--- src/buddy_memory_allocator_top_assert.svh ---
// assertion macros shared by the buddy allocator rtl
// no dependencies; taken in by the files that check their own logic
`ifndef BUDDY_MEMORY_ALLOCATOR_TOP_ASSERT_SVH
`define BUDDY_MEMORY_ALLOCATOR_TOP_ASSERT_SVH

`ifndef SYNTH
// same-cycle implication, checked out of reset
`define BMA_ASSERT_IMP(lbl, clk, rstn, ante, cons) \
    lbl: assert property (@(posedge clk) disable iff (!rstn) (ante) |-> (cons)) \
        else $error("buddy allocator assertion failed");
// next-cycle implication, checked out of reset
`define BMA_ASSERT_NXT(lbl, clk, rstn, ante, cons) \
    lbl: assert property (@(posedge clk) disable iff (!rstn) (ante) |=> (cons)) \
        else $error("buddy allocator assertion failed");
`else
`define BMA_ASSERT_IMP(lbl, clk, rstn, ante, cons)
`define BMA_ASSERT_NXT(lbl, clk, rstn, ante, cons)
`endif

`endif

--- src/bma_pkg.sv ---
// types, constants and helper functions of the buddy allocator
// no dependencies; used by bma_ctrl and buddy_memory_allocator_top
package bma_pkg;

    localparam int MEM_SIZE   = 1024;
    localparam int MIN_BLOCK  = 32;
    localparam int LOG_MEM    = $clog2(MEM_SIZE);
    localparam int LEAF_LEVEL = $clog2(MEM_SIZE / MIN_BLOCK);
    localparam int NODE_CNT   = 2 ** (LEAF_LEVEL + 1) - 1;
    localparam int NODE_AW    = $clog2(NODE_CNT + 1);
    localparam int LVL_W      = $clog2(LEAF_LEVEL + 1);
    localparam int POS_W      = (LEAF_LEVEL > 0) ? LEAF_LEVEL : 1;
    localparam int REQ_W      = 11;
    localparam int OFF_W      = 10;
    localparam int SIZE_W     = 11;
    localparam int STAT_W     = 2;
    localparam int NODE_W     = 2;

    typedef logic [NODE_AW-1:0] node_idx_t;
    typedef logic [LVL_W-1:0]   lvl_t;
    typedef logic [POS_W-1:0]   pos_t;
    typedef logic [OFF_W-1:0]   off_t;
    typedef logic [SIZE_W-1:0]  blk_size_t;
    typedef logic [REQ_W-1:0]   req_t;

    typedef enum logic [NODE_W-1:0] {
        NODE_ABSENT = 2'd0,
        NODE_FREE   = 2'd1,
        NODE_SPLIT  = 2'd2,
        NODE_ALLOC  = 2'd3
    } node_st_t;

    typedef enum logic {
        CMD_ALLOC = 1'b0,
        CMD_FREE  = 1'b1
    } cmd_t;

    typedef enum logic [STAT_W-1:0] {
        STAT_OK        = 2'd0,
        STAT_NO_SPACE  = 2'd1,
        STAT_NOT_ALLOC = 2'd2
    } status_t;

    typedef struct packed {
        cmd_t cmd;
        req_t req;
        off_t off;
    } cmd_word_t;

    typedef struct packed {
        status_t   status;
        off_t      offset;
        blk_size_t size;
    } res_word_t;

    typedef struct packed {
        logic      we;
        node_idx_t waddr;
        node_st_t  wdata;
        logic      re;
        node_idx_t raddr;
    } mem_req_t;

    // deepest level whose block still holds the rounded request
    function automatic lvl_t fit_level(input req_t req);
        lvl_t lvl;
        lvl = '0;
        for (int l = 1; l <= LEAF_LEVEL; l++) begin
            if ((MEM_SIZE >> l) >= int'(req)) begin
                lvl = lvl_t'(l);
            end
        end
        return lvl;
    endfunction

    // heap index of the node at a level and position
    function automatic node_idx_t node_at(input lvl_t lvl, input pos_t pos);
        return node_idx_t'((32'd1 << lvl) - 32'd1) + node_idx_t'(pos);
    endfunction

    // start offset of the node at a level and position
    function automatic off_t offset_at(input lvl_t lvl, input pos_t pos);
        return off_t'(32'(pos) << (LOG_MEM - int'(lvl)));
    endfunction

    function automatic blk_size_t size_at(input lvl_t lvl);
        return blk_size_t'(MEM_SIZE >> lvl);
    endfunction

    function automatic off_t off_mask(input lvl_t lvl);
        return off_t'((MEM_SIZE >> lvl) - 1);
    endfunction

endpackage

--- src/bma_node_ram.sv ---
// single-port-write, single-port-read synchronous ram for the node states
// generic, no package dependency; read data registered
module bma_node_ram #(
    parameter int WIDTH = 2,
    parameter int DEPTH = 64
) (
    input  logic                     aclk,
    input  logic                     we,
    input  logic [$clog2(DEPTH)-1:0] waddr,
    input  logic [WIDTH-1:0]         wdata,
    input  logic                     re,
    input  logic [$clog2(DEPTH)-1:0] raddr,
    output logic [WIDTH-1:0]         rdata
);

    logic [WIDTH-1:0] mem_reg [DEPTH];
    logic [WIDTH-1:0] rdata_reg;

    always_ff @(posedge aclk) begin
        if (we) begin
            mem_reg[waddr] <= wdata;
        end
        if (re) begin
            rdata_reg <= mem_reg[raddr];
        end
    end

    assign rdata = rdata_reg;

endmodule

--- src/bma_ctrl.sv ---
// sequencer of the buddy allocator: clearing pass, placement scan,
// split writes, free descent and buddy merge; depends on bma_pkg
module bma_ctrl (
    input  logic                aclk,
    input  logic                aresetn,
    input  logic                start,
    input  bma_pkg::cmd_word_t  cmd_in,
    output logic                s_ready,
    output logic                res_valid,
    input  logic                res_ready,
    output bma_pkg::res_word_t  res,
    output bma_pkg::mem_req_t   mem,
    input  logic [bma_pkg::NODE_W-1:0] rdata
);

    typedef enum logic [3:0] {
        ST_CLEAR,
        ST_IDLE,
        ST_SCAN,
        ST_SCAN_END,
        ST_SPLIT_W,
        ST_RIGHT_W,
        ST_ALLOC_W,
        ST_F_RD,
        ST_F_CHK,
        ST_F_WFREE,
        ST_M_RD,
        ST_M_CHK,
        ST_M_W_CUR,
        ST_M_W_BUD,
        ST_M_W_PAR,
        ST_DONE
    } state_t;

    state_t             state_reg, state_next;
    bma_pkg::node_idx_t clr_reg, clr_next;
    bma_pkg::off_t      tgt_off_reg, tgt_off_next;
    bma_pkg::lvl_t      tgt_lvl_reg, tgt_lvl_next;
    bma_pkg::lvl_t      lvl_reg, lvl_next;
    bma_pkg::pos_t      pos_reg, pos_next;
    bma_pkg::node_idx_t node_reg, node_next;
    logic               rd_vld_reg, rd_vld_next;
    bma_pkg::node_idx_t rd_node_reg, rd_node_next;
    bma_pkg::lvl_t      rd_lvl_reg, rd_lvl_next;
    bma_pkg::off_t      rd_off_reg, rd_off_next;
    logic               found_reg, found_next;
    bma_pkg::node_idx_t best_node_reg, best_node_next;
    bma_pkg::lvl_t      best_lvl_reg, best_lvl_next;
    bma_pkg::off_t      best_off_reg, best_off_next;
    bma_pkg::res_word_t res_reg, res_next;

    bma_pkg::node_st_t  rd_st;
    logic               take_cand;
    bma_pkg::req_t      req_round;
    bma_pkg::node_idx_t scan_node;
    bma_pkg::node_idx_t first_child;
    bma_pkg::node_idx_t buddy;
    bma_pkg::node_idx_t parent;
    logic               child_bit;
    logic               aligned;
    bma_pkg::res_word_t merge_res;

    assign rd_st     = bma_pkg::node_st_t'(rdata);
    assign req_round = (cmd_in.req < bma_pkg::req_t'(bma_pkg::MIN_BLOCK)) ?
                       bma_pkg::req_t'(bma_pkg::MIN_BLOCK) : cmd_in.req;
    assign scan_node = bma_pkg::node_at(lvl_reg, pos_reg);
    assign first_child = bma_pkg::node_idx_t'({node_reg, 1'b0} +
                                              {{bma_pkg::NODE_AW{1'b0}}, 1'b1});
    assign buddy     = node_reg[0] ? node_reg + bma_pkg::node_idx_t'(1)
                                   : node_reg - bma_pkg::node_idx_t'(1);
    assign parent    = (node_reg - bma_pkg::node_idx_t'(1)) >> 1;
    assign child_bit = tgt_off_reg[4'(bma_pkg::LOG_MEM - 1 - int'(lvl_reg))];
    assign aligned   = (tgt_off_reg & bma_pkg::off_mask(lvl_reg)) == '0;

    // free node further left than the best so far, or the first one found
    assign take_cand = rd_vld_reg && (rd_st == bma_pkg::NODE_FREE) &&
                       (!found_reg || (rd_off_reg < best_off_reg));

    always_comb begin
        merge_res.status = bma_pkg::STAT_OK;
        merge_res.offset = tgt_off_reg & ~bma_pkg::off_mask(lvl_reg);
        merge_res.size   = bma_pkg::size_at(lvl_reg);
    end

    always_comb begin
        state_next     = state_reg;
        clr_next       = clr_reg;
        tgt_off_next   = tgt_off_reg;
        tgt_lvl_next   = tgt_lvl_reg;
        lvl_next       = lvl_reg;
        pos_next       = pos_reg;
        node_next      = node_reg;
        rd_vld_next    = 1'b0;
        rd_node_next   = rd_node_reg;
        rd_lvl_next    = rd_lvl_reg;
        rd_off_next    = rd_off_reg;
        found_next     = found_reg | take_cand;
        best_node_next = take_cand ? rd_node_reg : best_node_reg;
        best_lvl_next  = take_cand ? rd_lvl_reg  : best_lvl_reg;
        best_off_next  = take_cand ? rd_off_reg  : best_off_reg;
        res_next       = res_reg;
        mem            = '0;

        case (state_reg)
            ST_CLEAR: begin
                mem.we    = 1'b1;
                mem.waddr = clr_reg;
                mem.wdata = (clr_reg == '0) ? bma_pkg::NODE_FREE : bma_pkg::NODE_ABSENT;
                clr_next  = clr_reg + bma_pkg::node_idx_t'(1);
                if (clr_reg == bma_pkg::node_idx_t'(bma_pkg::NODE_CNT - 1)) begin
                    state_next = ST_IDLE;
                end
            end
            ST_IDLE: begin
                if (start) begin
                    lvl_next     = '0;
                    pos_next     = '0;
                    node_next    = '0;
                    tgt_off_next = cmd_in.off;
                    found_next   = 1'b0;
                    res_next     = '{bma_pkg::STAT_NO_SPACE, '0, '0};
                    if (cmd_in.cmd == bma_pkg::CMD_FREE) begin
                        state_next = ST_F_RD;
                    end else if (req_round > bma_pkg::req_t'(bma_pkg::MEM_SIZE)) begin
                        state_next = ST_DONE;
                    end else begin
                        tgt_lvl_next = bma_pkg::fit_level(req_round);
                        state_next   = ST_SCAN;
                    end
                end
            end
            ST_SCAN: begin
                mem.re       = 1'b1;
                mem.raddr    = scan_node;
                rd_vld_next  = 1'b1;
                rd_node_next = scan_node;
                rd_lvl_next  = lvl_reg;
                rd_off_next  = bma_pkg::offset_at(lvl_reg, pos_reg);
                if (pos_reg == bma_pkg::pos_t'((32'd1 << lvl_reg) - 32'd1)) begin
                    pos_next = '0;
                    if (lvl_reg == tgt_lvl_reg) begin
                        state_next = ST_SCAN_END;
                    end else begin
                        lvl_next = lvl_reg + bma_pkg::lvl_t'(1);
                    end
                end else begin
                    pos_next = pos_reg + bma_pkg::pos_t'(1);
                end
            end
            ST_SCAN_END: begin
                if (found_next) begin
                    node_next      = best_node_next;
                    lvl_next       = best_lvl_next;
                    res_next       = '{bma_pkg::STAT_OK, best_off_next,
                                       bma_pkg::size_at(tgt_lvl_reg)};
                    state_next     = (best_lvl_next < tgt_lvl_reg) ? ST_SPLIT_W : ST_ALLOC_W;
                end else begin
                    state_next = ST_DONE;
                end
            end
            ST_SPLIT_W: begin
                mem.we     = 1'b1;
                mem.waddr  = node_reg;
                mem.wdata  = bma_pkg::NODE_SPLIT;
                state_next = ST_RIGHT_W;
            end
            ST_RIGHT_W: begin
                mem.we     = 1'b1;
                mem.waddr  = first_child + bma_pkg::node_idx_t'(1);
                mem.wdata  = bma_pkg::NODE_FREE;
                node_next  = first_child;
                lvl_next   = lvl_reg + bma_pkg::lvl_t'(1);
                state_next = (lvl_next < tgt_lvl_reg) ? ST_SPLIT_W : ST_ALLOC_W;
            end
            ST_ALLOC_W: begin
                mem.we     = 1'b1;
                mem.waddr  = node_reg;
                mem.wdata  = bma_pkg::NODE_ALLOC;
                state_next = ST_DONE;
            end
            ST_F_RD: begin
                mem.re     = 1'b1;
                mem.raddr  = node_reg;
                state_next = ST_F_CHK;
            end
            ST_F_CHK: begin
                if (rd_st == bma_pkg::NODE_SPLIT &&
                    lvl_reg != bma_pkg::lvl_t'(bma_pkg::LEAF_LEVEL)) begin
                    node_next  = first_child + bma_pkg::node_idx_t'(child_bit);
                    lvl_next   = lvl_reg + bma_pkg::lvl_t'(1);
                    state_next = ST_F_RD;
                end else if (rd_st == bma_pkg::NODE_ALLOC && aligned) begin
                    state_next = ST_F_WFREE;
                end else begin
                    res_next   = '{bma_pkg::STAT_NOT_ALLOC, '0, '0};
                    state_next = ST_DONE;
                end
            end
            ST_F_WFREE: begin
                mem.we     = 1'b1;
                mem.waddr  = node_reg;
                mem.wdata  = bma_pkg::NODE_FREE;
                state_next = ST_M_RD;
            end
            ST_M_RD: begin
                if (lvl_reg == '0) begin
                    res_next   = merge_res;
                    state_next = ST_DONE;
                end else begin
                    mem.re     = 1'b1;
                    mem.raddr  = buddy;
                    state_next = ST_M_CHK;
                end
            end
            ST_M_CHK: begin
                if (rd_st == bma_pkg::NODE_FREE) begin
                    state_next = ST_M_W_CUR;
                end else begin
                    res_next   = merge_res;
                    state_next = ST_DONE;
                end
            end
            ST_M_W_CUR: begin
                mem.we     = 1'b1;
                mem.waddr  = node_reg;
                mem.wdata  = bma_pkg::NODE_ABSENT;
                state_next = ST_M_W_BUD;
            end
            ST_M_W_BUD: begin
                mem.we     = 1'b1;
                mem.waddr  = buddy;
                mem.wdata  = bma_pkg::NODE_ABSENT;
                state_next = ST_M_W_PAR;
            end
            ST_M_W_PAR: begin
                mem.we     = 1'b1;
                mem.waddr  = parent;
                mem.wdata  = bma_pkg::NODE_FREE;
                node_next  = parent;
                lvl_next   = lvl_reg - bma_pkg::lvl_t'(1);
                state_next = ST_M_RD;
            end
            ST_DONE: begin
                if (res_ready) begin
                    state_next = ST_IDLE;
                end
            end
            default: begin
                state_next = ST_CLEAR;
            end
        endcase
    end

    always_ff @(posedge aclk) begin
        if (!aresetn) begin
            state_reg  <= ST_CLEAR;
            clr_reg    <= '0;
            rd_vld_reg <= 1'b0;
            found_reg  <= 1'b0;
        end else begin
            state_reg  <= state_next;
            clr_reg    <= clr_next;
            rd_vld_reg <= rd_vld_next;
            found_reg  <= found_next;
        end
        tgt_off_reg   <= tgt_off_next;
        tgt_lvl_reg   <= tgt_lvl_next;
        lvl_reg       <= lvl_next;
        pos_reg       <= pos_next;
        node_reg      <= node_next;
        rd_node_reg   <= rd_node_next;
        rd_lvl_reg    <= rd_lvl_next;
        rd_off_reg    <= rd_off_next;
        best_node_reg <= best_node_next;
        best_lvl_reg  <= best_lvl_next;
        best_off_reg  <= best_off_next;
        res_reg       <= res_next;
    end

    assign s_ready   = (state_reg == ST_IDLE);
    assign res_valid = (state_reg == ST_DONE);
    assign res       = res_reg;

    `include "buddy_memory_allocator_top_assert.svh"

    `BMA_ASSERT_IMP(a_no_rw_same_node, aclk, aresetn, mem.we && mem.re, mem.waddr != mem.raddr)
    `BMA_ASSERT_IMP(a_idle_mem_quiet, aclk, aresetn, state_reg == ST_IDLE, !mem.we && !mem.re)
    `BMA_ASSERT_IMP(a_ok_has_size, aclk, aresetn,
                    res_valid && res.status == bma_pkg::STAT_OK,
                    res.size >= bma_pkg::blk_size_t'(bma_pkg::MIN_BLOCK))

endmodule

--- src/buddy_memory_allocator_top.sv ---
// top level of the binary buddy allocator: stream ports, output register
// depends on bma_pkg, bma_node_ram and bma_ctrl
//
// usage
// - one request word in on s_*: s_tuser is the command (0 allocate,
//   1 free), s_tdata carries request_size and block_offset
// - exactly one result word out on m_*: m_tuser is the status (0 ok,
//   1 no space, 2 block not allocated), m_tdata offset and size
// - one request at a time: s_tready is high only while the sequencer is idle
// - allocate of a block at tree level l: a scan of 2^(l+1)-1 node reads
//   (one per cycle), then split writes down from the level f of the free
//   block found and one write that marks the block allocated
// - free: a read and a check per level of descent, one write, then per
//   merged level a buddy read, a check and three writes
// - the node memory's single read and single write port set the pace of these steps
// - after reset the node memory is swept once with s_tready low,
//   leaving the whole memory as one free block
// - a stalled receiver holds the result in the output register; the
//   sequencer accepts the next request meanwhile and only waits if a second
//   result is ready before the first is taken
module buddy_memory_allocator_top (
    input  logic        aclk,
    input  logic        aresetn,
    input  logic        s_tvalid,
    output logic        s_tready,
    input  logic [23:0] s_tdata,  // [10:0] request_size, [20:11] block_offset, rest zero
    input  logic        s_tuser,  // [0] command
    output logic        m_tvalid,
    input  logic        m_tready,
    output logic [23:0] m_tdata,  // [9:0] result_offset, [20:10] result_size, rest zero
    output logic [1:0]  m_tuser   // [1:0] status
);

    bma_pkg::cmd_word_t cmd_in;
    bma_pkg::res_word_t res;
    bma_pkg::mem_req_t  mem;
    logic [bma_pkg::NODE_W-1:0] rdata;
    logic               start;
    logic               res_valid;
    logic               res_ready;

    logic               m_tvalid_reg, m_tvalid_next;
    bma_pkg::res_word_t out_reg, out_next;

    // unpack the request word
    assign cmd_in.cmd = bma_pkg::cmd_t'(s_tuser);
    assign cmd_in.req = s_tdata[10:0];
    assign cmd_in.off = s_tdata[20:11];
    assign start      = s_tvalid && s_tready;

    // node state memory, one entry per tree node in heap order
    bma_node_ram #(
        .WIDTH (bma_pkg::NODE_W),
        .DEPTH (2 ** bma_pkg::NODE_AW)
    ) u_ram (
        .aclk  (aclk),
        .we    (mem.we),
        .waddr (mem.waddr),
        .wdata (mem.wdata),
        .re    (mem.re),
        .raddr (mem.raddr),
        .rdata (rdata)
    );

    bma_ctrl u_ctrl (
        .aclk      (aclk),
        .aresetn   (aresetn),
        .start     (start),
        .cmd_in    (cmd_in),
        .s_ready   (s_tready),
        .res_valid (res_valid),
        .res_ready (res_ready),
        .res       (res),
        .mem       (mem),
        .rdata     (rdata)
    );

    // output register: free when empty or being drained this cycle
    assign res_ready = !m_tvalid_reg || m_tready;

    always_comb begin
        m_tvalid_next = m_tvalid_reg;
        out_next      = out_reg;
        if (res_valid && res_ready) begin
            m_tvalid_next = 1'b1;
            out_next      = res;
        end else if (m_tready) begin
            m_tvalid_next = 1'b0;
        end
    end

    always_ff @(posedge aclk) begin
        if (!aresetn) begin
            m_tvalid_reg <= 1'b0;
        end else begin
            m_tvalid_reg <= m_tvalid_next;
        end
        out_reg <= out_next;
    end

    assign m_tvalid = m_tvalid_reg;
    assign m_tdata  = {3'b000, out_reg.size, out_reg.offset};
    assign m_tuser  = out_reg.status;

    `include "buddy_memory_allocator_top_assert.svh"

    // the sequencer must be busy right after taking a request
    `BMA_ASSERT_NXT(a_busy_after_accept, aclk, aresetn, s_tvalid && s_tready, !s_tready)

endmodule

--- config.mk ---
export PLATFORM = sky130hd
export DESIGN_NAME = buddy_memory_allocator_top
export DESIGN_NICKNAME = d
export VERILOG_FILES = /design/src/bma_pkg.sv /design/src/bma_node_ram.sv /design/src/bma_ctrl.sv /design/src/buddy_memory_allocator_top.sv
export VERILOG_INCLUDE_DIRS = /design/src /design/src/src
export SDC_FILE = /design/constraint.sdc
export NUM_CORES = 1
export LEC_CHECK = 0
export BUFFER_PORTS_ARGS = -buffer_cell sky130_fd_sc_hd__buf_2
export CAP_MARGIN = 10
export CORE_UTILIZATION = 55
export CTS_CLUSTER_SIZE = 40
export DETAILED_ROUTE_END_ITERATION = 10
export GPL_TIMING_DRIVEN = 0
export PLACE_DENSITY_LB_ADDON = 0.25
export SKIP_LAST_GASP = 1
export SYNTH_ARGS = -nofsm -noshare
export SYNTH_HDL_FRONTEND = slang
export SYNTH_SLANG_ARGS = --single-unit
--- constraint.sdc ---
create_clock -name aclk -period 4.3 [get_ports aclk]
set_clock_uncertainty 0.05 [all_clocks]
set_input_delay 0.86 -clock aclk [delete_from_list [all_inputs] [get_ports aclk]]
set_output_delay 0.86 -clock aclk [all_outputs]
set_load 0.1 [all_outputs]
; Yosys cells after proc, flatten, opt, wreduce, memory -nomap -nowiden
; Memory sizes are Yosys's and may differ from the RTL's. A register that Yosys moved wholly into a read port is not among the register bits.
; Index checks and enable logic that the tools add are counted.
[classes]
n_addsub = 14
n_lt_le_gt_ge = 11
n_eq_ne = 34
shifts = 4
n_mux = 58
bitwise = 6
reduce_logical = 28
[op_table]
columns = cell, n
row1 = 23-bit two-way mux, 6
row2 = 23-bit case mux with 5 select lines, 1
row3 = 9-bit case mux with 8 select lines, 1
row4 = 4-bit case mux with 15 select lines, 1
row5 = 4-bit two-way mux, 9
row6 = 4-bit == test (second input constant), 8
row7 = 5-bit by 32-bit left shift with 10-bit output, 1
row8 = 6-bit two-way mux, 5
row9 = 6-bit case mux with 5 select lines, 1
row10 = 6-bit by 1-bit adder with 6-bit output (second input constant), 4
row11 = 3-bit two-way mux, 8
row12 = 11-bit by 3-bit >> shifter with 11-bit output (first input constant), 2
row13 = 7-bit case mux with 3 select lines, 1
row14 = 10-bit bitwise AND, 2
row15 = 3-bit case mux with 6 select lines, 1
row16 = 4-bit by 3-bit == test with 1-bit output (second input constant), 4
row17 = 2-bit by 1-bit != test with 1-bit output (second input constant), 8
row18 = 1-bit two-way mux, 12
row19 = 6-bit by 1-bit subtractor with 6-bit output (second input constant), 2
row20 = 10-bit by 11-bit greater-or-equal comparator with 1-bit output (first input constant), 1
row21 = 6-bit by 11-bit greater-or-equal comparator with 1-bit output (first input constant), 1
row22 = 7-bit by 11-bit greater-or-equal comparator with 1-bit output (first input constant), 1
row23 = 8-bit by 11-bit greater-or-equal comparator with 1-bit output (first input constant), 1
row24 = 9-bit by 11-bit greater-or-equal comparator with 1-bit output (first input constant), 1
row25 = other kinds (49), 73
[totals]
reg_bits = 124
ramBits = 128
in_bits = 29
output_inout_bits = 28
mem_count = 1
[memory_table]
columns = memory, words, width, rd, rd_ports_with_merged_regs, wr, line
row1 = u_ram.mem_reg, 64, 2, 1, 1, 1, bma_node_ram.sv:16  ; logic [WIDTH-1:0] mem_reg [DEPTH];

; Longest topological paths before layout
; Gate-level depths: netlist of run 1.
[depth]
word_depth = 8
ltp_mapped = 19
mapped_depth_nobuf = 16

; Cells and area by module
; A second synthesis of run 1 with hierarchy kept.
[hier_totals]
cells_unflattened = 1000
hier_area_um2 = 12421.9
[by_module_without_submodules]
columns = module, instances, cells_each, area_each_um2, seq_area_each_um2
row1 = bma_ctrl, 1, 643, 6223.5, 2602.5
row2 = bma_node_ram, 1, 324, 5417.7, 3903.7
row3 = buddy_memory_allocator_top, 1, 33, 780.7, 710.7

; Least setup slack after synthesis of run 1
; No wires, ideal clock.
[synth_timing]
path_kind = register to register
start = register u_ctrl.lvl_reg[0]
end = register u_ram.rdata_reg[0], in the netlist u_ram.rdata[0] (read register of u_ram.mem_reg), data pin
setup_time_ns = 0.260
arrival_time_ns = 4.103
required_time_ns = 3.990
setup_slack_ns = -0.113
path_stages_with_launch = 19
n_path_buf = 3
synth_period_minus_slack_ns = 4.413
cell_sequence = edfxtp_1 clkbuf_1 clkbuf_1 clkinv_1 ha_1 and2b_1 inv_1 ha_1 inv_1 ha_1 a21o_1 a21oi_1 xnor2_1 a221o_1 and2_1 clkbuf_1 a221oi_1 mux2i_1 mux2_2
[synth_between]
elab_chain_cells = 4
[synth_lines]
columns = item, line
row1 = start: declaration, bma_ctrl.sv:39  ; bma_pkg::lvl_t lvl_reg, lvl_next;
row2 = start signal: assignment, bma_ctrl.sv:268  ; lvl_reg <= lvl_next;
row3 = 1-bit by 3-bit left shift with 6-bit output, bma_pkg.sv:78  ; return node_idx_t'((32'd1 << lvl) - 32'd1) + node_idx_t'(pos);
row4 = 6-bit by 1-bit subtractor with 6-bit output, bma_pkg.sv:78
row5 = 6-bit by 5-bit adder with 6-bit output, bma_pkg.sv:78
row6 = named net u_ctrl.scan_node[3], bma_ctrl.sv:55  ; bma_pkg::node_idx_t scan_node;
row7 = 7-bit case mux with 3 select lines, bma_ctrl.sv:104  ; case (state_reg)
row8 = end: declaration, bma_node_ram.sv:17  ; logic [WIDTH-1:0] rdata_reg;
; The timed path passes the listed nets, and every way through them passes these cells.
; A chain may end at the register's enable or synchronous reset.

; Final worst setup path of run 1
; Same ends and word-level chain as after synthesis.

==> flow_summary.json, run 1 <==
{
  "status": "complete, but fails checks",
  "violations": "design-rule violations",
  "synth.top_cell.area_share_pct": 52.1,
  "drive_gt1_share_pct": 16.9,
  "fin_total_pwr_w": 0.00496,
  "clock_latency_ns": 0.54,
  "largest_reg_flops": 128,
  "drtIter0Drc": 990,
  "synth_area_leaders": "edfxtp_1 (52%), dfxtp_1 (5.1%), nor2_1 (3.8%), ha_1 (3.8%), nand2_1 (3.7%)",
  "drc": 7,
  "synth-xor-area-share_pct": 2.39,
  "dp_hpwl_mm": 20.5,
  "place.port_buffers": 47,
  "synth_top_family_by_area": "simple AND/OR/NAND/NOR gates",
  "globalplace.congestion": 0.922,
  "hold_violations": 0,
  "cts_made_buffers": 26,
  "syn2layout_area_growth_pct": 13.9,
  "yosys.area_share.simple_pct": 15.1,
  "holdBufCountCts": 0,
  "clockBufferDepth": 3,
  "yosysMostFrequentCell": "edfxtp_1",
  "rsz0062_at_grt": "true",
  "instances_no_fill": 1491,
  "slew_violations": 0,
  "wl_per_cell_um": 20.0,
  "period_share_pct": 97.0,
  "grt_overflow": 0,
  "fmax_mhz": 240,
  "n_fill_cell": 1709,
  "yosys.area.top_type": "edfxtp_1",
  "path_max_fanout": 10,
  "die_h_um": 152,
  "start_util_pct": 56.5,
  "die_w_um": 152,
  "ys_seq_area_share_pct": 57.2,
  "grt_pass1_vias": 8761,
  "synth_compound_area_share_pct": 12.2,
  "setup_viol": 0,
  "synth_common_cells": "edfxtp_1 (216), nor2_1 (127), nand2_1 (124)",
  "p_leak_nw": 5.41,
  "ir_worst_vdd_mv": 0.220,
  "async_flop_share_pct": 0,
  "required_ns": 4.66,
  "antenna_cells": 0,
  "cts.sinks": 248,
  "placed_cells": 1442,
  "ant_nets": 0,
  "grt_max_degree": 39,
  "endpoint_kind": "register",
  "synth_edf_count": 216,
  "ioPinCount": 57,
  "relSlewSlack_pct": 36.0,
  "fp-row-count": 54,
  "design_area_mm2": 0.0142,
  "cap_violations": 0,
  "cts_tree": "yes",
  "die-area_mm2": 0.0233,
  "drtPass1Iterations": 9,
  "viasPerCell": 6.07,
  "ys_seq_elements": 248,
  "avgSynthCellArea_um2": 11.3,
  "synth_cell_types": 80,
  "hp-class": "register to register",
  "cp.arrival_ns": 4.52,
  "tightest_slew_ns": 0.954,
  "finalNetCount": 1260,
  "antenna_found_initial": 0,
  "totalWireLength_mm": 29.8,
  "synthCells": 1106,
  "startpoint_type": "register",
  "ys_warn_count": 0,
  "grt_pass1_wl_mm": 46.3,
  "worstSetupPathType": "register to register",
  "htreeDepth": 1,
  "core_mm2": 0.0220,
  "grtUsageTotal_pct": 25.6,
  "period_needed_ns": 4.17,
  "place_area_mm2": 0.0132,
  "synthMuxAreaShare_pct": 4.59,
  "vias": 9057,
  "clkTransAtPathRegs_ns": 0.07,
  "ys.flop_type": "edfxtp_1",
  "root_buffer": "clkbuf_16",
  "yosys.area_share.adder_pct": 3.98,
  "power_density_mw_per_mm2": 350,
  "syn-cell-area_mm2": 0.0125
}
-- through the flow --
stage / hold slack, ns / setup WS, ns / TNS [ns] / util (%)
after floorplan: 0.350 / 0.125 / 0 / -
after global placement: 0.352 / -1.42 / -156.81 / 59.3
after detailed placement: 0.355 / -0.917 / -6.91 / 59.7
after CTS: 0.369 / -0.0259 / -0.0408 / 63.7
after global routing: 0.375 / -0.0107 / -0.0107 / 64.4
final: 0.369 / 0.131 / 0 / 64.4
-- critical path, cell delays in order (launching register included) --
cell and delay, ns:
edfxtp_1 0.44, buf_8 0.17, clkinv_4 0.10, ha_4 0.19
and2b_2 0.21, inv_1 0.10, ha_1 0.32, fa_1 0.52
inv_1 0.07, a222oi_1 0.33, buf_4 0.21, buf_4 0.19
clkbuf_4 0.24, a211oi_1 0.07, a31oi_1 0.30, a221oi_1 0.14
mux2i_1 0.19, mux2_2 0.18
-- layout make-up --
type / instances / area (µm²) / area share [%]
multi-input combinational: 748 / 4960 / 35.0
clock buffer: 30 / 666 / 4.69
timing repair buffer: 59 / 359 / 2.53
clock inverter: 17 / 153 / 1.08
buffer: 62 / 389 / 2.74
sequential: 248 / 7130 / 50.2
inverter: 47 / 181 / 1.28
tap: 280 / 350 / 2.47
-- layout by cell type, fill, tap and decap left out, drive strengths merged, types with 12 or more instances in the layout --
| cell | count |
|---|---|
| xnor2 | 20 |
| xor2 | 14 |
| edfxtp | 216 |
| and2 | 29 |
| ha | 38 |
| nand2b | 16 |
| dfxtp | 32 |
| a211oi | 26 |
| and3 | 12 |
| nand2 | 125 |
| nand3 | 23 |
| a21oi | 45 |
| clkbuf | 54 |
| mux2i | 29 |
| clkinv | 13 |
| nor2 | 128 |
| a31oi | 20 |
| o21ai | 35 |
| or3 | 12 |
| nor2b | 15 |
| mux2 | 21 |
| inv | 46 |
| buf | 97 |
| o22ai | 16 |
| o32ai | 12 |
-- cells by family after synthesis --
kind of cell / Yosys count
AOI/OAI and AO/OA: 221
xor gates and xnor gates: 34
adders and majority gates: 39
buffers and inverters: 115
DFF: 248
muxes: 52
other: 1
and+or+nand+nor: 396
-- timing repair --
item,in CTS,in global routing
endpoints found under the setup margin,14,5
resized for setup,8,32
gates cloned,1,0
setup buffers,3,4
endpoints found under the hold margin,0,0
pin swaps,1,3
-- power by group --
group	switching [W]	leakage, nW	internal (W)
clock network	0.000938	0.395	0.00123
logic	0.000111	2.63	0.0000450
registers	0.00000577	2.39	0.00263
total	0.00105	5.41	0.00390
-- final timing paths --
kind | from | to | slack, ns | cells past startpoint
worst min-delay path | u_ctrl.res[9]$_SDFFCE_PP0P_ | m_tdata[19]$_DFFE_PP_ | 0.37 | 0
worst max register to register | u_ctrl.lvl_reg[0]$_SDFFCE_PN0P_ | u_ram.rdata[0]$_DFFE_PP_ | 0.13 | 17
worst min register to register | u_ctrl.res[9]$_SDFFCE_PP0P_ | m_tdata[19]$_DFFE_PP_ | 0.37 | 0
worst max-delay path | u_ctrl.lvl_reg[0]$_SDFFCE_PN0P_ | u_ram.rdata[0]$_DFFE_PP_ | 0.13 | 17
-- layer usage --
metal  vias to the layer above  share of wire (%)  global-route usage (%)
li1                       4208                  -                       -
met2                       415                 46                    41.1
met3                        43                9.4                    4.47
met4                         0                1.8                    6.78
met1                      4391                 43                    36.1
met5                         -                  0                       0
(Power assumes the default switching activity.)
==> run 2: changes to the inputs <==
PLACE_DENSITY = 0.75   (was not set)
PLACE_DENSITY_LB_ADDON = not set   (was 0.25)
==> run 2 against run 1 <==
Compared with the run above: the run still ends with design-rule violations left; combinational power grew 7%; critical path depth is the same; routed wire length grew 0.35%; die area is the same; sequential share of layout area shrank 0.53 points; worst hold slack lost 0.0015 ns; clock power grew 6%; critical path type unchanged; critical endpoint unchanged.
==> flow_summary.json, run 2 (synthesis results as in run 1) <==
{
  "worst_r2r_path_depth": 17,
  "grt_max_degree": 38,
  "clock_latency_ns": 0.54,
  "final_cell_mix": "edfxtp_1 (216), nor2_1 (126), nand2_1 (124), buf_2 (59), inv_1 (44)",
  "fmax_mhz": 241,
  "vias": 9056,
  "start_util_pct": 56.5,
  "core_mm2": 0.0220,
  "relSlewSlack_pct": 35.6,
  "holdCritStartpoint": "u_ctrl.res[7]$_SDFFCE_PP0P_",
  "period_share_pct": 96.4,
  "grtUsageTotal_pct": 25.6,
  "largest_reg_flops": 128,
  "wl_per_cell_um": 20.0,
  "path_buf_inv": 7,
  "cap_violations": 0,
  "fin_total_pwr_w": 0.00510,
  "status": "complete, but fails checks",
  "hold_depth": 0,
  "cts_tree": "yes",
  "worstSetupPathType": "register to register",
  "ir_worst_vdd_mv": 0.270,
  "layout_commonest_cell": "edfxtp_1",
  "clkTransAtPathRegs_ns": 0.07,
  "viasPerCell": 6.05,
  "min_to": "m_tdata[17]$_DFFE_PP_",
  "drive_gt1_share_pct": 17.8,
  "violations": "design-rule violations",
  "cts.sinks": 248,
  "path_max_fanout": 10,
  "grt_overflow": 0,
  "die-area_mm2": 0.0233,
  "n_fill_cell": 1685,
  "slew_violations": 0,
  "worst_r2r_endpoint": "u_ram.rdata[0]$_DFFE_PP_",
  "hp-class": "register to register",
  "timing.critical_path.from": "u_ctrl.lvl_reg[0]$_SDFFCE_PN0P_",
  "r2r_start": "u_ctrl.lvl_reg[0]$_SDFFCE_PN0P_",
  "htreeDepth": 1,
  "antenna_cells": 0,
  "period_needed_ns": 4.15,
  "place_area_mm2": 0.0132,
  "tightest_slew_ns": 0.960,
  "cts_made_buffers": 26,
  "place.port_buffers": 47,
  "hold_violations": 0,
  "totalWireLength_mm": 29.9,
  "root_buffer": "clkbuf_16",
  "critPathSlowestCell": "fa_1",
  "ioPinCount": 57,
  "power_density_mw_per_mm2": 356,
  "r2r_slack_ns": 0.15,
  "cp.arrival_ns": 4.38,
  "fp-row-count": 54,
  "die_h_um": 152,
  "required_ns": 4.54,
  "setup_viol": 0,
  "place_ws_ns": -0.948,
  "holdBufCountCts": 0,
  "grt_pass1_vias": 8649,
  "endpoint_kind": "register",
  "antenna_found_initial": 0,
  "startpoint_type": "register",
  "crit_path_cell_trace": "buf_8 -> clkinv_4 -> ha_4 -> and2b_2 -> inv_1 -> ha_1 -> fa_1 -> inv_1 -> a222oi_1 -> buf_4 -> clkbuf_4 -> buf_4 -> mux2_2 -> o32ai_2 -> a221oi_1 -> mux2i_1 -> mux2_2",
  "drtIter0Drc": 922,
  "finalNetCount": 1265,
  "dp_hpwl_mm": 20.7,
  "grt_pass1_wl_mm": 46.5,
  "globalplace.congestion": 0.923,
  "syn2layout_area_growth_pct": 15.1,
  "die_w_um": 152,
  "clockBufferDepth": 3,
  "critPathTopFamily": "adder cells",
  "design_area_mm2": 0.0143,
  "setup_slack_ns": 0.153,
  "ant_nets": 0,
  "drc": 3,
  "crit_path_max_incr_delay_ns": 0.52,
  "p_leak_nw": 5.47,
  "drtPass1Iterations": 10
}
## run 2: final cells by class
cell class / count / area, µm² / share of cell area, %
Clock buffer: 37 / 753 / 5.25
Timing Repair Buffer: 65 / 427 / 2.98
Tap cell: 280 / 350 / 2.44
Sequential cell: 248 / 7130 / 49.7
Inverter: 47 / 181 / 1.27
Buffer: 61 / 375 / 2.62
Multi-Input combinational cell: 748 / 4990 / 34.8
Clock inverter: 11 / 134 / 0.934
## run 2: timing repair
| item | in CTS | in global routing |
|---|---|---|
| resized for setup | 19 | 23 |
| pin swaps | 1 | 3 |
| setup endpoints to repair | 14 | 5 |
| setup buffers | 6 | 6 |
| gates cloned | 1 | 0 |
## run 2: routing by layer
metal	track usage [%]	up-vias	share of wire [%]
met2	41.2	410	46
met1	35.6	4363	43
met4	6.40	0	1.9
li1	-	4230	-
met3	5.38	53	9.1
met5	0	-	0
## run 2: how the worst max path moves through the flow
stage | end | slack (ns) | depth (start not counted)
after floorplan | u_ram.rdata[0]$_DFFE_PP_ | 0.12 | 18
after CTS | u_ctrl.state_reg[1]$_SDFFE_PN0P_ | 0.03 | 15
after global placement | u_ram.mem_reg[50][0]$_DFFE_PP_ | -1.50 | 5
after detailed placement | u_ctrl.state_reg[1]$_SDFFE_PN0P_ | -0.95 | 16
final | u_ram.rdata[0]$_DFFE_PP_ | 0.15 | 17
after global routing | u_ram.rdata[0]$_DFFE_PP_ | -0.008 | 17
## run 2: worst register-to-register path, stage by stage, from the launching register on
cell	delay, ns
edfxtp_1	0.40
buf_8	0.16
clkinv_4	0.11
ha_4	0.20
and2b_2	0.20
inv_1	0.12
ha_1	0.28
fa_1	0.52
inv_1	0.07
a222oi_1	0.34
buf_4	0.21
clkbuf_4	0.19
buf_4	0.12
mux2_2	0.17
o32ai_2	0.10
a221oi_1	0.25
mux2i_1	0.12
mux2_2	0.29
## run 2: stage by stage
| stage | setup TNS, ns | hold slack, ns | instances | util (%) |
|---|---|---|---|---|
| detailed placement | -6.90 | 0.355 | 1443 | 59.9 |
| CTS | 0 | 0.369 | 1494 | 64.4 |
| global route | -0.0115 | 0.373 | 1497 | 65.1 |
| finish | 0 | 0.367 | 1497 | 65.1 |
| global placement | -158.97 | 0.351 | 1438 | 59.3 |
| floorplan | 0 | 0.350 | 1111 | - |
## run 2: power breakdown
part           switching, W  internal [W]  total, W
clock network      0.000908       0.00139   0.00230
registers        0.00000576       0.00262   0.00263
logic              0.000114     0.0000533  0.000167
==> run 3: changes to the inputs <==
--- a/config.mk
+++ b/config.mk
@@ -8,2 +8,3 @@
 export LEC_CHECK = 0
+export ABC_AREA = 1
 export BUFFER_PORTS_ARGS = -buffer_cell sky130_fd_sc_hd__buf_2
==> constraint.sdc (replaced) <==
create_clock -name aclk -period 4.3 [get_ports aclk]
set_clock_uncertainty 0.05 [all_clocks]
set_input_delay 0.645 -clock aclk [delete_from_list [all_inputs] [get_ports aclk]]
set_output_delay 0.645 -clock aclk [all_outputs]
set_load 0.1 [all_outputs]
==> run 3 against run 2 <==
Compared with the run above: the run now ends clean; count of clock-buffer cells in the layout decreased by 9; synthesized cell count up 21%; clock power is 5% lower; largest cell class unchanged; sequential cell count unchanged; maximum frequency increased by 2.5%; sequential power is 17% higher; critical path depth decreased by 2; first-iteration DRC count rose by 16%; worst setup slack improved by 0.10 ns; area after synthesis is 0.91% higher; critical path type unchanged; worst hold slack lost 0.12 ns.
==> flow_summary.json, run 3 <==
{
  "status": "finished clean",
  "ys_warn_count": 0,
  "min_to": "u_ctrl.tgt_off_reg[0]$_DFFE_PP_",
  "p_leak_nw": 5.88,
  "place.port_buffers": 47,
  "async_flop_share_pct": 0,
  "drt-met1-wl_mm": 13.6,
  "worst_r2r_endpoint": "u_ram.rdata[0]$_DFFE_PP_",
  "holdBufCountCts": 0,
  "totalWireLength_mm": 30.8,
  "setup_slack_ns": 0.255,
  "cts_made_buffers": 27,
  "ant_nets": 0,
  "synth_area_leaders": "edfxtp_1 (52%), nand2_1 (7.4%), inv_1 (6.0%), dfxtp_1 (5.1%), nor2_1 (4.8%)",
  "dr_wl_met2_mm": 13.8,
  "period_needed_ns": 4.04,
  "root_buffer": "clkbuf_16",
  "vias": 9873,
  "n_fill_cell": 1791,
  "yosys.area.top_type": "edfxtp_1",
  "drtPass1Iterations": 5,
  "grt_max_degree": 37,
  "grt_pass1_vias": 9500,
  "dp_hpwl_mm": 22.3,
  "synth_edf_count": 216,
  "holdCritStartpoint": "s_tdata[11]",
  "cap_violations": 0,
  "timing.critical_path.from": "u_ctrl.lvl_reg[1]$_SDFFCE_PN0P_",
  "relSlewSlack_pct": 19.8,
  "hp-class": "input pin to register",
  "avgSynthCellArea_um2": 9.38,
  "ys.flop_type": "edfxtp_1",
  "htreeDepth": 1,
  "grt_overflow": 0,
  "hold_violations": 0,
  "syn2layout_area_growth_pct": 12.7,
  "cp.arrival_ns": 4.26,
  "clkTransAtPathRegs_ns": 0.06,
  "finalNetCount": 1496,
  "start_util_pct": 56.9,
  "yosysMostFrequentCell": "nand2_1",
  "die-area_mm2": 0.0235,
  "hold-worst-slack_ns": 0.252,
  "clockBufferDepth": 3,
  "fp-row-count": 54,
  "fmax_mhz": 247,
  "design_area_mm2": 0.0142,
  "clock_latency_ns": 0.52,
  "core_mm2": 0.0221,
  "place_area_mm2": 0.0133,
  "r2r_slack_ns": 0.26,
  "grt_pass1_wl_mm": 48.8,
  "tightest_slew_ns": 1.20,
  "setup_viol": 0,
  "fin_total_pwr_w": 0.00686,
  "globalplace.congestion": 0.914,
  "place_ws_ns": -0.341,
  "rsz0062_at_grt": "false",
  "drive_gt1_share_pct": 11.4,
  "drtIter0Drc": 1074,
  "period_share_pct": 94.1,
  "ioPinCount": 57,
  "hold_depth": 1,
  "ys_seq_area_share_pct": 56.7,
  "synth.top_cell.area_share_pct": 51.6,
  "wl_per_cell_um": 17.9,
  "required_ns": 4.51,
  "layout_commonest_cell": "nand2_1",
  "worstSetupPathType": "register to register",
  "syn-cell-area_mm2": 0.0126,
  "antenna_cells": 0,
  "synth_cell_types": 48,
  "slew_violations": 0,
  "ys_seq_elements": 248,
  "top_layer": "met4",
  "power_density_mw_per_mm2": 484,
  "cts.sinks": 248,
  "die_h_um": 153,
  "worst_r2r_path_depth": 15,
  "path_max_fanout": 10,
  "largest_reg_flops": 128,
  "endpoint_kind": "register",
  "grtUsageTotal_pct": 26.6,
  "startpoint_type": "register",
  "synth_common_cells": "nand2_1 (247), edfxtp_1 (216), inv_1 (202)",
  "r2r_start": "u_ctrl.lvl_reg[1]$_SDFFCE_PN0P_",
  "ir_worst_vdd_mv": 0.337,
  "antenna_found_initial": 0,
  "synthCells": 1340,
  "final_cell_mix": "nand2_1 (246), edfxtp_1 (216), inv_1 (201), nor2_1 (158), nand3_1 (118)",
  "die_w_um": 153,
  "viasPerCell": 5.72,
  "drc": 0,
  "wl_met3_mm": 2.44,
  "cts_tree": "yes"
}
-- run 3: cell count changes after synthesis, sizes merged, moves of 16 or more --
cell    before  now
nand3       23  119
a211oi      26    4
and2        29    0
inv         45  209
nand2      125  253
a31oi       20    3
clkbuf      30   14
o211ai       2   36
nor2       128  166
nand2b      16    0
o21ai       35   61
mux2i       29    0
-- run 3: how the worst max path moves through the flow --
stage                                             to  slack, ns  cells after the start
global placement      u_ram.mem_reg[47][0]$_DFFE_PP_      -1.94                      6
detailed placement  u_ctrl.state_reg[1]$_SDFFE_PN0P_      -0.34                     15
finish                      u_ram.rdata[0]$_DFFE_PP_       0.26                     15
global route                u_ram.rdata[0]$_DFFE_PP_       0.03                     15
CTS                         u_ram.rdata[1]$_DFFE_PP_       0.19                     17
floorplan              u_ram.mem_reg[0][0]$_DFFE_PP_       0.65                      6
-- run 3: through the flow --
stage | cells | util, % | setup TNS, ns
floorplan | 1345 | - | 0
global placement | 1672 | 59.7 | -359.32
detailed placement | 1678 | 60.2 | -1.31
CTS | 1725 | 64.0 | 0
global route | 1726 | 64.1 | 0
finish | 1726 | 64.1 | 0
-- run 3: critical path, cell delays in order, from the launching register on --
cell and delay (ns):
edfxtp_1 0.53, inv_1 0.28, ha_1 0.23, nand2_1 0.22, ha_1 0.40, fa_1 0.44
xnor2_1 0.17, a22oi_1 0.18, nand2_2 0.20, inv_1 0.24, buf_2 0.30, nand3_1 0.17
nand3_1 0.10, nand3_1 0.09, nand3_1 0.08, nand2_1 0.09
-- run 3: layout make-up --
class	count	area [µm²]	area share [%]
sequential	248	7130	50.3
multi-input combinational	845	4490	31.7
inverter	209	788	5.57
clock buffer	28	679	4.80
tap	280	350	2.47
timing repair buffer	55	330	2.33
buffer	42	244	1.72
clock inverter	19	148	1.04
-- run 3: timing repair --
item	4_1_cts	5_1_grt
resized for setup	2	2
endpoints found under the hold margin	0	0
buffers inserted	1	1
pin swaps	0	1
setup endpoints to repair	6	5
-- run 3: power by group --
group | switching (W) | leakage [nW] | internal, W
sequential | 0.0000943 | 2.23 | 0.00298
clock | 0.000919 | 0.405 | 0.00126
combinational | 0.00113 | 3.24 | 0.000469
total | 0.00215 | 5.88 | 0.00471
-- run 3: cells by family after synthesis --
logic type                 share of synthesized area [%]
AOI/OAI and AO/OA                                   8.75
xor gates and xnor gates                            1.67
adders and majority gates                           3.94
buffers and inverters                               8.21
DFF                                                 56.7
muxes                                              0.627
other                                             0.0298
and+or+nand+nor                                     20.1
-- run 3: routing by layer --
layer	vias up	global-route usage, %
met4	0	8.61
met5	-	0
met2	455	42.1
met3	69	4.25
li1	4696	-
met1	4653	37.4
